## src/rtl/core/poly_pkg.sv

```systemverilog
// shared types and constants for the polynomial evaluator
package poly_pkg;

    localparam int MAX_DEGREE = 6;
    localparam int FRAC_BITS  = 16;
    localparam int DATA_W     = 32;
    localparam int DEGREE_W   = 3;
    localparam int PROD_W     = 2 * DATA_W;
    localparam int SHIFT_W    = PROD_W - FRAC_BITS;
    localparam int SUM_W      = ((SHIFT_W > DATA_W) ? SHIFT_W : DATA_W) + 1;
    localparam int NUM_STEPS  = MAX_DEGREE;
    localparam int CFG_IDX_W  = 3;

    // configuration register indexes
    typedef enum logic [CFG_IDX_W-1:0] {
        REG_DEGREE = 3'd0,
        REG_COEF_0 = 3'd1,
        REG_COEF_1 = 3'd2,
        REG_COEF_2 = 3'd3,
        REG_COEF_3 = 3'd4,
        REG_COEF_4 = 3'd5,
        REG_COEF_5 = 3'd6,
        REG_COEF_6 = 3'd7
    } cfg_index_t;

    // item payload as it moves between horner steps
    typedef struct packed {
        logic signed [DATA_W-1:0] acc;
        logic signed [DATA_W-1:0] x;
        logic [DEGREE_W-1:0]      deg;
        logic                     sat;
    } horner_t;

    // occupancy of the two register stages inside one step
    typedef struct packed {
        logic mul_valid;
        logic add_valid;
    } step_status_t;

endpackage

```

## src/rtl/core/poly_horner_step.sv

```systemverilog
// one horner step: multiply stage, then shift, add and saturate stage
module poly_horner_step (
    input  logic                              aclk,
    input  logic                              aresetn,
    input  logic [poly_pkg::DEGREE_W-1:0]     coef_idx,
    input  logic signed [poly_pkg::DATA_W-1:0] coef,
    input  logic                              in_valid,
    output logic                              in_ready,
    input  poly_pkg::horner_t                 in_item,
    output logic                              out_valid,
    input  logic                              out_ready,
    output poly_pkg::horner_t                 out_item,
    output poly_pkg::step_status_t            status
);
    import poly_pkg::*;

    logic                      mul_valid_reg;
    logic                      mul_valid_next;
    logic signed [PROD_W-1:0]  prod_reg;
    horner_t                   mul_item_reg;
    logic                      add_valid_reg;
    logic                      add_valid_next;
    horner_t                   add_item_reg;
    horner_t                   add_item_next;
    logic                      mul_ready;
    logic                      add_ready;
    logic                      active;
    logic signed [SHIFT_W-1:0] shifted;
    logic signed [SUM_W-1:0]   sum;
    logic                      ovf;

    assign add_ready = !add_valid_reg || out_ready;
    assign mul_ready = !mul_valid_reg || add_ready;
    assign in_ready  = mul_ready;

    assign mul_valid_next = mul_ready ? in_valid : mul_valid_reg;
    assign add_valid_next = add_ready ? mul_valid_reg : add_valid_reg;

    // steps whose coefficient index is at or above the item's degree pass the accumulator through
    assign active  = mul_item_reg.deg > coef_idx;
    assign shifted = SHIFT_W'(prod_reg >>> FRAC_BITS);
    assign sum     = SUM_W'(shifted) + SUM_W'(coef);
    assign ovf     = !(&sum[SUM_W-1:DATA_W-1]) && (|sum[SUM_W-1:DATA_W-1]);

    always_comb begin
        add_item_next = mul_item_reg;
        if (active) begin
            if (ovf) begin
                add_item_next.acc = sum[SUM_W-1] ? {1'b1, {(DATA_W-1){1'b0}}}
                                                 : {1'b0, {(DATA_W-1){1'b1}}};
                add_item_next.sat = 1'b1;
            end else begin
                add_item_next.acc = sum[DATA_W-1:0];
            end
        end
    end

    always_ff @(posedge aclk) begin
        if (!aresetn) begin
            mul_valid_reg <= 1'b0;
            add_valid_reg <= 1'b0;
        end else begin
            mul_valid_reg <= mul_valid_next;
            add_valid_reg <= add_valid_next;
        end
    end

    always_ff @(posedge aclk) begin
        if (mul_ready && in_valid) begin
            prod_reg     <= PROD_W'(in_item.acc) * PROD_W'(in_item.x);
            mul_item_reg <= in_item;
        end
        if (add_ready && mul_valid_reg) begin
            add_item_reg <= add_item_next;
        end
    end

    assign out_valid        = add_valid_reg;
    assign out_item         = add_item_reg;
    assign status.mul_valid = mul_valid_reg;
    assign status.add_valid = add_valid_reg;

endmodule

```

## config.mk

```make
export PLATFORM = sky130hd
export DESIGN_NAME = poly_horner_step
export DESIGN_NICKNAME = d
export VERILOG_FILES = /design/src/rtl/core/poly_pkg.sv /design/src/rtl/core/poly_horner_step.sv
export SDC_FILE = /design/constraint.sdc
export NUM_CORES = 2
export LEC_CHECK = 0
export ABC_AREA = 1
export BUFFER_PORTS_ARGS = -buffer_cell sky130_fd_sc_hd__buf_2
export CORE_MARGIN = 1
export CORE_UTILIZATION = 24
export CTS_CLUSTER_SIZE = 14
export DETAILED_ROUTE_END_ITERATION = 10
export GPL_TIMING_DRIVEN = 0
export MAX_ROUTING_LAYER = met4
export PLACE_DENSITY_LB_ADDON = 0.1
export SETUP_SLACK_MARGIN = 0.05
export SYNTH_ARGS = -nofsm -noshare
export SYNTH_HDL_FRONTEND = slang
export SYNTH_SLANG_ARGS = --single-unit
```

## constraint.sdc

```tcl
create_clock -name aclk -period 10.7 [get_ports aclk]
set_input_delay 2.14 -clock aclk [delete_from_list [all_inputs] [get_ports aclk]]
set_output_delay 2.14 -clock aclk [all_outputs]
set_load 0.01 [all_outputs]
```

Word-level counts from Yosys, hierarchy flattened
Index checks and enable logic that the tools add are counted.
- register bits: 202
- output and inout port bits: 72
- word-level logic and storage cells: 29
- add/sub/neg operators: 1
- multipliers: 1
- magnitude comparators: 1
- multiplexer cells: 5
- reduce and logical (&&, ||, !) cells: 10
- operators by type and width (kind ; count):
    $mux W32 ; 3
    $mul A32 B32 Y64 ; 1
    $add A48 B32 Y49 ; 1
    $reduce_and A18 Y1 ; 1
    $reduce_or A18 Y1 ; 1
    $gt A3 B3 Y1 ; 1
    $logic_and A1 B1 Y1 ; 3
    $logic_not A1 Y1 ; 3
    $logic_or A1 B1 Y1 ; 2
    $mux W1 ; 2

Longest topological paths before layout
- word-level depth: 6
- depth in mapped cells: 30

Worst setup path before layout
OpenSTA, ideal clock, no wires.
- path kind: input port to flip-flop
- from: in in_item[67] (netlist bit)
- to: reg prod_reg[63], data pin
- data arrival time: 8803 ps
- required time: 10440 ps
- path slack: 1638 ps
- cell stages on the path: 27
- path buffers: 1
- cells stage by stage: clkbuf_1 > nand2_1 > inv_1 > fa_1 > inv_1 > fa_1 > inv_1 > fa_1 > fa_1 > inv_1 > fa_1 > inv_1 > fa_1 > inv_1 > fa_1 > inv_1 > fa_1 > ha_1 > nand2_1 > nor2_1 > inv_1 > nor4_1 > nand2_1 > o211ai_1 > a21oi_1 > o21ai_0 > xnor2_1
- cells in the longest elaborated chain, start to end: 1
- RTL lines (item ; RTL line ; source):
    start: declaration ; poly_horner_step.sv:9 ; input poly_pkg::horner_t in_item,
    $mul A32 B32 Y64 ; poly_horner_step.sv:70 ; prod_reg <= PROD_W'(in_item.acc) * PROD_W'(in_item.x);
    end signal: assignment ; poly_horner_step.sv:70 ;
    end: declaration ; poly_horner_step.sv:19 ; logic signed [PROD_W-1:0] prod_reg;
Every way passes these cells.
A chain may end at the register's enable or synchronous reset.

Final worst setup path
- from: in in_item[29] (netlist bit)
- to: reg prod_reg[50], data pin
Same word-level chain as after synthesis.

==> flow_summary.ini <==
[outcome]
status = finished with violations
violations = capacitance limit, slew limit

[sta]
setup_viol = 0
slew_headroom_pct = -1.26
min_period_ns = 10.67
finalHoldViolCount = 0
tightest_slew_ns = 1.52
whs_ns = 0.420
fmax_mhz = 93.7
rsz0062_at_grt = true
period_share_pct = 99.7
skew_ns = 0.0172
slew_viol_final = 11

[logic_synthesis]
async_reset_ff_share_pct = 0
synth_top_family_by_area = adder cells
synth_xor_area_share_pct = 1.81
synth-compound-area-share_pct = 3.04
synthesis.area_um2 = 47800
muxShareOfSynthArea_pct = 0
synth_cell_type_count = 42
avgSynthCellArea_um2 = 8.15
synth_cells = 5860
ys_seq_area_share_pct = 11.6
synth-main-ff-cell = edfxtp_1
ys_ff_latch = 186
synthAdderAreaFrac_pct = 51.4
synthesis.nets = 7280
synth_edf_count = 184
synth-simple-area-share_pct = 16.5
yosys_warnings = 0

[placement]
dpl-instance-area_um2 = 52100
dp.cells = 8684
gp_congestion = 0.947
dp_hpwl_um = 188000
portBuffers = 178

[worst_setup_path]
ff2ff_setup_slack_ns = 6.44
end_kind = flip-flop
critPathLaunchType = input pin
critPathMaxStageDelay_ns = 1.09
path_cells = buf_2 > clkbuf_1 > nand2_1 > fa_1 > inv_1 > fa_1 > inv_1 > fa_1 > inv_1 > fa_1 > fa_1 > fa_1 > fa_1 > fa_1 > ha_1 > a21oi_1 > inv_1 > a31oi_1 > o21ai_0 > inv_1 > o21ai_0 > a21oi_1 > o21ai_0 > xor2_1
crit_fanout = 10
r2r-end = out_item[65]$_DFFE_PP_
ff2ff_path_depth = 23
worst_path_most_repeated_cell = fa_1
r2r_start = prod_reg[16]$_DFFE_PP_
crit_type = in -> reg
cp_data_required_time_ns = 10.96
crit_arrival_ns = 10.93
cp_slowest_cell = clkbuf_1

[floorplanning]
row_count = 163
start_util_pct = 24.2
die_h_um = 448
io_pins = 179
coreArea_um2 = 198000
dieWidth_um = 448
dieArea_um2 = 201000

[finish]
final_cell_mix = 1744 x inv_1, 1681 x nand2_1, 1080 x fa_1, 231 x ha_1, 197 x nor2_1
finalInstanceArea_um2 = 52800
final_core_util_pct = 26.7
area_growth_pct = 10.5
layout_commonest_cell = inv_1
layoutNonFillerInstCount = 8723
nFillCells = 21800
largest_reg_flops = 68
final_nets = 7488
drive_above_1_share_pct = 5.00

[global_routing]
antenna_found_initial = 17
grt_max_degree = 89
grt_pass1_wl_um = 310000
first_global_vias = 40400
grt_usage_pct = 23.1
overflow = 0

[clock_tree]
cts_tree = built
h-tree-depth = 4
insertion_delay_ns = 0.54
clock_path_buffers = 2
clkTransAtPathRegs_ns = 0.08
numCtsBuffers = 17
clockRootBuffer = clkbuf_16
clock-sinks = 186

[route]
wl_per_cell_um = 25.5
routed_wl_um = 223000
drtIter0Drc = 2850
vias = 38100
ant_nets = 0
post_drt_via_cell_ratio = 4.37
firstDrtPassIters = 5
drc = 0

[worst_hold_path]
whs_endpoint = out_item[8]$_DFFE_PP_
hold_class = reg -> reg
hold_path_depth = 0
min_from = add_item_next[8]$_DFFE_PP_

[run]
maxCapViolations = 1
## cells by family after synthesis
family / Yosys count
AOI/OAI and AO/OA: 265
xor gates and xnor gates: 98
adders and majority gates: 1313
buffers and inverters: 1979
DFF: 186
and+or+nand+nor: 2019
## routing by layer
layer,global-route usage [%],vias to the layer above,wire length (µm)
met3,2.64,215,12300
met5,-,-,0
met2,37.8,1259,106000
li1,-,17000,-
met4,6.70,0,7230
met1,30.2,19600,97600
## synth_stat cells, types with 2 or more instances
cell type | n | area (µm²)
a211oi_1 | 2 | 15.0
a21boi_0 | 2 | 15.0
a21o_1 | 7 | 52.6
a21oi_1 | 145 | 726
a221oi_1 | 3 | 26.3
a31oi_1 | 12 | 75.1
buf_2 | 3 | 15.0
buf_4 | 2 | 15.0
buf_6 | 3 | 33.8
clkbuf_1 | 198 | 743
dfxtp_1 | 2 | 40.0
edfxtp_1 | 184 | 5530
fa_1 | 1082 | 21700
ha_1 | 231 | 2890
inv_1 | 1746 | 6550
inv_2 | 26 | 97.6
nand2_1 | 1681 | 6310
nand2_2 | 3 | 18.8
nand3_1 | 46 | 230
nand3_2 | 5 | 50.1
nand3b_1 | 3 | 22.5
nand4_1 | 34 | 213
nor2_1 | 197 | 739
nor2_2 | 12 | 75.1
nor3_1 | 20 | 100
nor3_2 | 5 | 50.1
nor4_1 | 6 | 37.5
o211ai_1 | 5 | 37.5
o21a_1 | 11 | 82.6
o21ai_0 | 66 | 330
o21ai_1 | 2 | 10.0
o21bai_1 | 6 | 45.0
or2_2 | 6 | 37.5
xnor2_1 | 41 | 359
xor2_1 | 56 | 490
## final cells by class
cell class                      instances  area [µm²]  area share (%)
Sequential cell                       186        5570            10.5
Clock buffer                           17         425           0.806
Inverter                             1773        6660            12.6
Buffer                                206         822            1.56
Tap cell                             2640        3300            6.26
Multi-Input combinational cell       3695       34800            65.9
Clock inverter                         15         176           0.334
Timing Repair Buffer                  189        1050            1.98
Antenna cell                            2        5.00         0.00948
## metrics by stage
step / setup TNS [ns] / worst slack, ns
detailed placement: -14.32 / -1.32
CTS: 0 / 0.0465
finish: 0 / 0.0302
global route: 0 / 0.0243
global placement: -17.09 / -1.42
floorplan: 0 / 1.64
## worst max path at each step
stage / startpoint / end / depth (start not counted)
6_report: in_item[29] / prod_reg[50]$_DFFE_PP_ / 24
5_1_grt: in_item[17] / prod_reg[63]$_DFFE_PP_ / 26
4_1_cts: in_item[67] / prod_reg[60]$_DFFE_PP_ / 26
3_5_place_dp: in_item[67] / prod_reg[60]$_DFFE_PP_ / 26
3_3_place_gp: in_item[11] / prod_reg[60]$_DFFE_PP_ / 26
2_1_floorplan: in_item[67] / prod_reg[63]$_DFFE_PP_ / 27
## worst max-delay path: cells and delay by family
kind            cells  cell delay (ns)
fa+ha+maj           9             4.79
simple gates        1             0.17
compound gates      6             1.64
buf+inv             7             1.96
xor+xnor            1             0.20
## timing repair
action / CTS / global route
buffers inserted: 0 / 5
pin swaps: 0 / 1
hold buffers: 0 / 0
resized for setup: 5 / 14
setup endpoints to repair: 14 / 9
Power is left out: the tool's default activity adds up to more than one toggle a clock period on the data nets, which glitch-free logic cannot reach.
